--- config.mk ---
export PLATFORM = sky130hd
export DESIGN_NAME = angle_velocity_window_filter
export DESIGN_NICKNAME = d
export VERILOG_FILES = /design/src/hw/rtl/avwf_pkg.sv /design/src/hw/rtl/avwf_ram.sv /design/src/hw/rtl/angle_velocity_window_filter.sv
export SDC_FILE = /design/constraint.sdc
export NUM_CORES = 2
export LEC_CHECK = 0
export BUFFER_PORTS_ARGS = -buffer_cell sky130_fd_sc_hd__buf_2
export CAP_MARGIN = 20
export CORE_MARGIN = 3
export CORE_UTILIZATION = 58
export CTS_BUF_LIST = sky130_fd_sc_hd__clkbuf_8
export CTS_CLUSTER_SIZE = 8
export DETAILED_ROUTE_END_ITERATION = 8
export PLACE_DENSITY_LB_ADDON = 0.12
export SYNTH_ARGS = -nofsm -noshare
export SYNTH_HDL_FRONTEND = slang
export SYNTH_SLANG_ARGS = --single-unit
--- constraint.sdc ---
create_clock -name clk_i -period 14.5 [get_ports clk_i]
set_input_delay 0 -clock clk_i [delete_from_list [all_inputs] [get_ports clk_i]]
set_output_delay 0 -clock clk_i [all_outputs]
set_load 0.01 [all_outputs]
--- src/hw/rtl/avwf_pkg.sv ---
`default_nettype none

package avwf_pkg;

  // fixed field widths
  localparam int unsigned SCALE_W     = 32;
  localparam int unsigned ANGLE_OUT_W = 21;
  localparam int unsigned VEL_OUT_W   = 31;
  localparam int unsigned CFG_IDX_W   = 2;
  localparam int unsigned CFG_DATA_W  = 32;

  // output fraction bits (signed Q5.16 angle, signed Q15.16 velocity)
  localparam int unsigned FRAC_BITS = 16;

  // register reset values
  localparam int          UPPER_LIMIT_RST    = 1020;
  localparam int          LOWER_LIMIT_RST    = 10;
  localparam logic [SCALE_W-1:0] POS_SCALE_RST = 32'd810880;
  localparam logic [SCALE_W-1:0] VEL_SCALE_RST = 32'd405439834;

  typedef enum logic [CFG_IDX_W-1:0] {
    CFG_UPPER_LIMIT    = 2'd0,
    CFG_LOWER_LIMIT    = 2'd1,
    CFG_POSITION_SCALE = 2'd2,
    CFG_VELOCITY_SCALE = 2'd3
  } cfg_idx_e;

endpackage

`default_nettype wire

--- src/hw/rtl/avwf_ram.sv ---
`default_nettype none

module avwf_ram #(
  parameter int unsigned WIDTH = 12,
  parameter int unsigned DEPTH = 32
) (
  input  wire logic                     clk_i,
  input  wire logic                     we_i,
  input  wire logic [$clog2(DEPTH)-1:0] waddr_i,
  input  wire logic [WIDTH-1:0]         wdata_i,
  input  wire logic                     re_i,
  input  wire logic [$clog2(DEPTH)-1:0] raddr_i,
  output logic      [WIDTH-1:0]         rdata_o
);

  logic [WIDTH-1:0] mem_q [DEPTH];
  logic [WIDTH-1:0] rdata_q;

  always_ff @(posedge clk_i) begin
    if (we_i) begin
      mem_q[waddr_i] <= wdata_i;
    end
    if (re_i) begin
      rdata_q <= mem_q[raddr_i];
    end
  end

  assign rdata_o = rdata_q;

endmodule

`default_nettype wire

--- src/hw/rtl/angle_velocity_window_filter.sv ---
// angle and velocity window filter
//
// input channel: one signed angle sample per item (in_valid_i / in_ready_o).
// output channel: one result per input item (out_valid_o / out_ready_i) with
// the filtered angle, the filtered (or held) velocity and the clamp flag.
// configuration: cfg_we_i writes cfg_data_i into the register at cfg_index_i
// in the same edge; write only while no item is in flight.
// path: an accepted item is held in the input register, then one pass of
// window update and scaling writes its result into the result register.
// throughput: one item per cycle while results are taken, set by the single
// window-update plus multiply pass between the two registers.
// the oldest window entries are prefetched from two small RAMs one item
// ahead, so the slot counters drive the RAM read ports.
// reset: fill flags, sums, slots, previous sample, held velocity and clamp flag
// clear; limits and scales return to their defaults. window RAMs are not
// cleared, a fill flag per window masks entries not yet written as zero.
// receiver stall: the result register holds; one more item may be taken
// into the input register, after which in_ready_o drops until the result
// is taken.

`default_nettype none

module angle_velocity_window_filter
  import avwf_pkg::*;
#(
  parameter int unsigned WINDOW_LEN  = 32,
  parameter int unsigned SAMPLE_BITS = 12
) (
  input  wire logic                          clk_i,
  input  wire logic                          rst_ni,
  // input items
  input  wire logic                          in_valid_i,
  output logic                               in_ready_o,
  input  wire logic signed [SAMPLE_BITS-1:0] angle_sample_i,
  // result items
  output logic                               out_valid_o,
  input  wire logic                          out_ready_i,
  output logic signed [ANGLE_OUT_W-1:0]      angle_out_o,
  output logic signed [VEL_OUT_W-1:0]        velocity_out_o,
  output logic                               clamped_o,
  // configuration writes
  input  wire logic                          cfg_we_i,
  input  wire logic [CFG_IDX_W-1:0]          cfg_index_i,
  input  wire logic [CFG_DATA_W-1:0]         cfg_data_i
);

  localparam int unsigned SLOT_W   = $clog2(WINDOW_LEN);
  localparam int unsigned A_SUM_W  = SAMPLE_BITS + SLOT_W;
  localparam int unsigned D_W      = SAMPLE_BITS + 1;
  localparam int unsigned D_SUM_W  = D_W + SLOT_W;
  // sum times zero-extended unsigned scale
  localparam int unsigned A_PROD_W = A_SUM_W + SCALE_W + 1;
  localparam int unsigned D_PROD_W = D_SUM_W + SCALE_W + 1;
  localparam int unsigned A_SH_W   = A_PROD_W - FRAC_BITS;
  localparam int unsigned D_SH_W   = D_PROD_W - FRAC_BITS;
  localparam int unsigned A_EXT_W  = ((A_SH_W > ANGLE_OUT_W) ? A_SH_W : ANGLE_OUT_W) + 1;
  localparam int unsigned D_EXT_W  = ((D_SH_W > VEL_OUT_W) ? D_SH_W : VEL_OUT_W) + 1;

  localparam logic [SLOT_W-1:0] LAST_SLOT = SLOT_W'(WINDOW_LEN - 1);

  localparam logic signed [ANGLE_OUT_W-1:0] ANGLE_MAX = {1'b0, {(ANGLE_OUT_W-1){1'b1}}};
  localparam logic signed [ANGLE_OUT_W-1:0] ANGLE_MIN = {1'b1, {(ANGLE_OUT_W-1){1'b0}}};
  localparam logic signed [VEL_OUT_W-1:0]   VEL_MAX   = {1'b0, {(VEL_OUT_W-1){1'b1}}};
  localparam logic signed [VEL_OUT_W-1:0]   VEL_MIN   = {1'b1, {(VEL_OUT_W-1){1'b0}}};

  // configuration registers
  logic signed [SAMPLE_BITS-1:0] upper_q;
  logic signed [SAMPLE_BITS-1:0] lower_q;
  logic [SCALE_W-1:0]            pos_scale_q;
  logic [SCALE_W-1:0]            vel_scale_q;

  // handshake / pipeline control
  logic                          in_valid_q, in_valid_d;
  logic signed [SAMPLE_BITS-1:0] sample_q;
  logic                          out_valid_q, out_valid_d;
  logic                          advance;
  logic                          fire;
  logic                          in_take;

  // filter state
  logic signed [A_SUM_W-1:0]     a_sum_q, a_sum_d;
  logic [SLOT_W-1:0]             a_slot_q, a_slot_next;
  logic                          a_filled_q;
  logic signed [SAMPLE_BITS-1:0] prev_q;
  logic signed [D_SUM_W-1:0]     d_sum_q, d_sum_d;
  logic [SLOT_W-1:0]             d_slot_q, d_slot_next;
  logic                          d_filled_q;
  logic signed [VEL_OUT_W-1:0]   held_q, held_d;
  logic                          clamp_q, clamp_d;

  // result register
  logic signed [ANGLE_OUT_W-1:0] angle_out_q, angle_d;
  logic signed [VEL_OUT_W-1:0]   vel_out_q;
  logic                          clamped_q;

  // window RAM ports
  logic [SAMPLE_BITS-1:0]        a_rdata;
  logic [D_W-1:0]                d_rdata;
  logic                          d_upd;
  logic                          d_we;

  // datapath
  logic signed [SAMPLE_BITS-1:0] a_old;
  logic signed [D_W-1:0]         diff;
  logic signed [D_W-1:0]         d_old;
  logic signed [A_PROD_W-1:0]    a_prod;
  logic signed [D_PROD_W-1:0]    d_prod;
  logic signed [A_SH_W-1:0]      a_sh;
  logic signed [D_SH_W-1:0]      d_sh;
  logic signed [A_EXT_W-1:0]     a_ext;
  logic signed [D_EXT_W-1:0]     d_ext;
  logic signed [VEL_OUT_W-1:0]   vel_sat;
  logic                          in_band;
  logic                          out_band;
  logic                          release_ok;

  // ---------------------------------------------------------------------------
  // handshake: input register feeds one compute pass into the result register
  // ---------------------------------------------------------------------------
  assign advance    = !out_valid_q || out_ready_i;
  assign fire       = in_valid_q && advance;
  assign in_ready_o = !in_valid_q || advance;
  assign in_take    = in_valid_i && in_ready_o;

  always_comb begin
    if (in_take) begin
      in_valid_d = 1'b1;
    end else if (fire) begin
      in_valid_d = 1'b0;
    end else begin
      in_valid_d = in_valid_q;
    end

    if (fire) begin
      out_valid_d = 1'b1;
    end else if (out_ready_i) begin
      out_valid_d = 1'b0;
    end else begin
      out_valid_d = out_valid_q;
    end
  end

  // ---------------------------------------------------------------------------
  // window RAMs, read port prefetches the entry at the next slot
  // ---------------------------------------------------------------------------
  assign a_slot_next = (a_slot_q == LAST_SLOT) ? '0 : a_slot_q + SLOT_W'(1);
  assign d_slot_next = (d_slot_q == LAST_SLOT) ? '0 : d_slot_q + SLOT_W'(1);
  assign d_we        = fire && d_upd;

  avwf_ram #(
    .WIDTH (SAMPLE_BITS),
    .DEPTH (WINDOW_LEN)
  ) u_angle_ram (
    .clk_i   (clk_i),
    .we_i    (fire),
    .waddr_i (a_slot_q),
    .wdata_i (sample_q),
    .re_i    (fire),
    .raddr_i (a_slot_next),
    .rdata_o (a_rdata)
  );

  avwf_ram #(
    .WIDTH (D_W),
    .DEPTH (WINDOW_LEN)
  ) u_diff_ram (
    .clk_i   (clk_i),
    .we_i    (d_we),
    .waddr_i (d_slot_q),
    .wdata_i (diff),
    .re_i    (d_we),
    .raddr_i (d_slot_next),
    .rdata_o (d_rdata)
  );

  // ---------------------------------------------------------------------------
  // compute pass
  // ---------------------------------------------------------------------------
  always_comb begin
    // oldest entry reads as zero until the window has wrapped once
    a_old = a_filled_q ? $signed(a_rdata) : '0;
    d_old = d_filled_q ? $signed(d_rdata) : '0;

    diff = D_W'(sample_q) - D_W'(prev_q);

    // position path: window always advances
    a_sum_d = a_sum_q + A_SUM_W'(sample_q) - A_SUM_W'(a_old);
    a_prod  = a_sum_d * $signed({1'b0, pos_scale_q});
    a_sh    = A_SH_W'(a_prod >>> FRAC_BITS);
    a_ext   = A_EXT_W'(a_sh);
    if (a_ext > A_EXT_W'(ANGLE_MAX)) begin
      angle_d = ANGLE_MAX;
    end else if (a_ext < A_EXT_W'(ANGLE_MIN)) begin
      angle_d = ANGLE_MIN;
    end else begin
      angle_d = ANGLE_OUT_W'(a_ext);
    end

    // velocity path: difference window candidate
    d_sum_d = d_sum_q + D_SUM_W'(diff) - D_SUM_W'(d_old);
    d_prod  = d_sum_d * $signed({1'b0, vel_scale_q});
    d_sh    = D_SH_W'(d_prod >>> FRAC_BITS);
    d_ext   = D_EXT_W'(d_sh);
    if (d_ext > D_EXT_W'(VEL_MAX)) begin
      vel_sat = VEL_MAX;
    end else if (d_ext < D_EXT_W'(VEL_MIN)) begin
      vel_sat = VEL_MIN;
    end else begin
      vel_sat = VEL_OUT_W'(d_ext);
    end

    // clamp control
    in_band  = (sample_q < upper_q) && (sample_q > lower_q);
    out_band = (sample_q > upper_q) || (sample_q < lower_q);
    // release: difference and held output agree in sign, sample back inside
    release_ok = (!diff[D_W-1] && !held_q[VEL_OUT_W-1] && (sample_q < upper_q))
              || ((diff[D_W-1] || (diff == '0))
                  && (held_q[VEL_OUT_W-1] || (held_q == '0))
                  && (sample_q > lower_q));

    d_upd   = in_band && !clamp_q;
    held_d  = held_q;
    clamp_d = clamp_q;
    if (d_upd) begin
      held_d = vel_sat;
    end else if (out_band && !clamp_q) begin
      clamp_d = 1'b1;
    end else if (release_ok) begin
      clamp_d = 1'b0;
    end
  end

  // ---------------------------------------------------------------------------
  // control and filter state
  // ---------------------------------------------------------------------------
  always_ff @(posedge clk_i or negedge rst_ni) begin
    if (!rst_ni) begin
      in_valid_q  <= 1'b0;
      out_valid_q <= 1'b0;
      a_sum_q     <= '0;
      a_slot_q    <= '0;
      a_filled_q  <= 1'b0;
      prev_q      <= '0;
      d_sum_q     <= '0;
      d_slot_q    <= '0;
      d_filled_q  <= 1'b0;
      held_q      <= '0;
      clamp_q     <= 1'b0;
      upper_q     <= SAMPLE_BITS'(UPPER_LIMIT_RST);
      lower_q     <= SAMPLE_BITS'(LOWER_LIMIT_RST);
      pos_scale_q <= POS_SCALE_RST;
      vel_scale_q <= VEL_SCALE_RST;
    end else begin
      in_valid_q  <= in_valid_d;
      out_valid_q <= out_valid_d;

      if (fire) begin
        a_sum_q  <= a_sum_d;
        a_slot_q <= a_slot_next;
        if (a_slot_q == LAST_SLOT) begin
          a_filled_q <= 1'b1;
        end
        prev_q  <= sample_q;
        held_q  <= held_d;
        clamp_q <= clamp_d;
        if (d_upd) begin
          d_sum_q  <= d_sum_d;
          d_slot_q <= d_slot_next;
          if (d_slot_q == LAST_SLOT) begin
            d_filled_q <= 1'b1;
          end
        end
      end

      if (cfg_we_i) begin
        unique case (cfg_idx_e'(cfg_index_i))
          CFG_UPPER_LIMIT:    upper_q     <= cfg_data_i[SAMPLE_BITS-1:0];
          CFG_LOWER_LIMIT:    lower_q     <= cfg_data_i[SAMPLE_BITS-1:0];
          CFG_POSITION_SCALE: pos_scale_q <= cfg_data_i[SCALE_W-1:0];
          CFG_VELOCITY_SCALE: vel_scale_q <= cfg_data_i[SCALE_W-1:0];
        endcase
      end
    end
  end

  // payload registers
  always_ff @(posedge clk_i) begin
    if (in_take) begin
      sample_q <= angle_sample_i;
    end
    if (fire) begin
      angle_out_q <= angle_d;
      vel_out_q   <= held_d;
      clamped_q   <= clamp_d;
    end
  end

  assign out_valid_o    = out_valid_q;
  assign angle_out_o    = angle_out_q;
  assign velocity_out_o = vel_out_q;
  assign clamped_o      = clamped_q;

endmodule

`default_nettype wire

==> flow_metrics.tcl <==
set metrics [dict create \
    drc 0 \
    yosysUniqueCellTypes 87 \
    cpMostUsedCell "fa_1" \
    crit_path_max_incr_delay_ns 0.83 \
    yosysMostFrequentCell "inv_1" \
    drive_above_1_share_pct 12.2 \
    crit_type "flip-flop to flip-flop" \
    dp_hpwl_mm 146 \
    ys_seq_area_share_pct 38.8 \
    cp.required_ns 15.05 \
    grt_usage_pct 30.4 \
    clock_latency_ns 0.91 \
    dr.first_iter.drc_count 4423 \
    worstSetupStartpointType "flip-flop" \
    worstPathMaxFanout 34 \
    arrival_ns 14.08 \
    synth_top_area_share_pct 33.2 \
    postSynthNetCount 8270 \
    ant_nets 0 \
    clock_sinks 1071 \
    synthTopCellsByArea "edfxtp_1 (33%), fa_1 (24%), ha_1 (6.1%)" \
    fmax_mhz 73.9 \
    hold_class "primary input to flip-flop" \
    start_util_pct 58.5 \
    yosysTopAreaCell "edfxtp_1" \
    die_area_um2 144000 \
    io_pins 106 \
    cts_root_buf "clkbuf_8" \
    postCtsSetupRepairBufs 0 \
    netlist_instances 6866 \
    antenna_found_initial 17 \
    grt_pass1_vias 55900 \
    rsz0062_at_grt "no" \
    cts_htree_levels 4 \
    finalSetupTns_ns 0 \
    vias 52700 \
    relSlewSlack_pct 22.0 \
    worst_setup_path_end_kind "flip-flop" \
    grt-ovfl-total 0 \
    n_fill_cell 10700 \
    synth_flop_cell "edfxtp_1" \
    yosys_warnings 0 \
    setup_violations 0 \
    wl_per_cell_um 23.4 \
    layout.nets 8470 \
    syn_area_um2 80600 \
    tritoncts "done" \
    synth_area_per_cell_um2 11.7 \
    gp_congestion 0.905 \
    finalHoldViolations 0 \
    grt_max_degree 90 \
    wirelength_mm 210 \
    vias_per_cell 5.86 \
    fp.dieH_um 379 \
    grt_pass1_wl_mm 330 \
    cts_buffer_depth 3 \
    dr.pass1.iters 8 \
    drv_cap 0 \
    ys_ff_latch 1071 \
    core_area_um2 138000 \
    cp_slowest_cell "a2111oi_0" \
    synth_common_cells "inv_1 (1,166), fa_1 (961), nand2_1 (915)" \
    fin_crit_sh_pct 93.3 \
    die_w_um 379 \
    slew_viol_final 0 \
    synth_edf_count 890 \
    finClkSkew_ns 0.0882 \
    syn_to_final_growth_pct 9.38 \
    async_reset_ff_share_pct 16.9 \
    final.min_clock_period_ns 13.53 \
    rows 136 \
    clk_pin_slew_ns 0.06 \
    outcome "complete, no violations" \
    cts_buffers 174 \
    tightest_slew_ns 1.16 \
    portBuffers 105 \
]
-- critical path, delay by kind of cell, from the launching register on --
family | cells | cell delay (ns)
compound gates | 17 | 4.58
simple gates | 5 | 0.87
xor+xnor | 2 | 0.47
fa+ha+maj | 11 | 4.65
flops | 1 | 0.32
buf+inv | 10 | 2.26
-- per-layer routing --
| layer | vias to the layer above | share of wire (%) | wire (um) | global-route usage, % |
|---|---|---|---|---|
| li1 | 23000 | - | - | - |
| met1 | 27200 | 42 | 88400 | 43.6 |
| met2 | 2127 | 47 | 97900 | 47.7 |
| met3 | 338 | 8.9 | 18800 | 6.21 |
| met4 | 8 | 2.5 | 5220 | 8.42 |
| met5 | - | 0.026 | 55 | 0 |
-- final timing paths --
| kind | start | slack, ns | end | cells past startpoint |
|---|---|---|---|---|
| worst max-delay path | sample_q[0] | 0.97 | velocity_out_o[21] | 45 |
| worst min-delay path | cfg_data_i[14] | 0.10 | vel_scale_q[14] | 3 |
| worst max register to register | sample_q[0] | 0.97 | velocity_out_o[21] | 45 |
| worst min register to register | d_sum_q[0] | 0.50 | d_sum_q[0] | 2 |
| max in group asynchronous | rst_ni | 12.64 | a_slot_q[4] | 5 |
| min in group asynchronous | rst_ni | 0.28 | vel_scale_q[17] | 3 |
-- cells by family (layout without fill, tap and decap cells) --
family	Yosys count	count (layout)	share of synthesized area, %
simple gates	1773	1773	10.2
buf+inv	1518	1855	7.10
fa+ha+maj	1353	1353	29.9
flops	1071	1071	38.8
compound gates	716	716	5.67
mux	335	335	7.20
xor+xnor	100	100	1.10
other cells	0	8	0
-- state kept, by name, summed over array words and instances (netlist names), 5 cells and up --
| register | count |
|---|---|
| a_sum_q | 17 |
| vel_scale_q | 32 |
| d_sum_q | 18 |
| u_angle_ram.mem_q | 384 |
| a_slot_q | 5 |
| u_diff_ram.mem_q | 416 |
| held_q | 31 |
| upper_q | 12 |
| u_diff_ram.rdata_o | 13 |
| angle_out_o | 21 |
| pos_scale_q | 32 |
| u_angle_ram.rdata_o | 12 |
| d_slot_q | 5 |
| velocity_out_o | 31 |
| prev_q | 12 |
| sample_q | 12 |
| lower_q | 12 |
-- area by class of cell --
class	count	area (um2)	share of cell area [%]
diodes	8	20.0	0.0227
clock buffers	182	2500	2.84
clock inverters	131	813	0.922
inverters	1168	4390	4.97
multi-input cells	4277	44000	49.9
flip-flops and latches	1071	31300	35.5
well taps	1794	2240	2.55
repair buffers	374	2950	3.34
-- per-stage QoR --
stage | cell area (um2) | cells | worst slack (ns) | hold WS [ns] | util (%)
2_1_floorplan | 80600 | 6866 | 2.24 | -0.296 | -
3_3_place_gp | 83500 | 8553 | 1.04 | 0.0113 | 60.6
3_5_place_dp | 83600 | 8561 | 1.28 | 0.00335 | 60.6
4_1_cts | 88000 | 8985 | 1.13 | 0.00123 | 63.9
5_1_grt | 88200 | 8999 | 0.0708 | 0.0750 | 64.0
6_report | 88200 | 9005 | 0.965 | 0.104 | 64.0
-- timing repair --
item,CTS,global route
hold endpoints to repair,237,0
hold buffers,111,0
resized for setup,0,0
-- layout by cell type, fill, tap and decap left out, types with 104 or more instances in the layout --
cell type,count
o21ai_0,197
ha_1,391
a21oi_1,178
edfxtp_1,890
dlygate4sd3_1,110
and2_1,360
buf_2,104
dfrtp_1,149
buf_4,145
inv_1,1247
nor2_1,230
mux4_2,186
nand2_1,915
clkbuf_8,182
fa_1,961
Power is left out: the tool's default activity adds up to more than one toggle a clock period on the data nets, which glitch-free logic cannot reach.
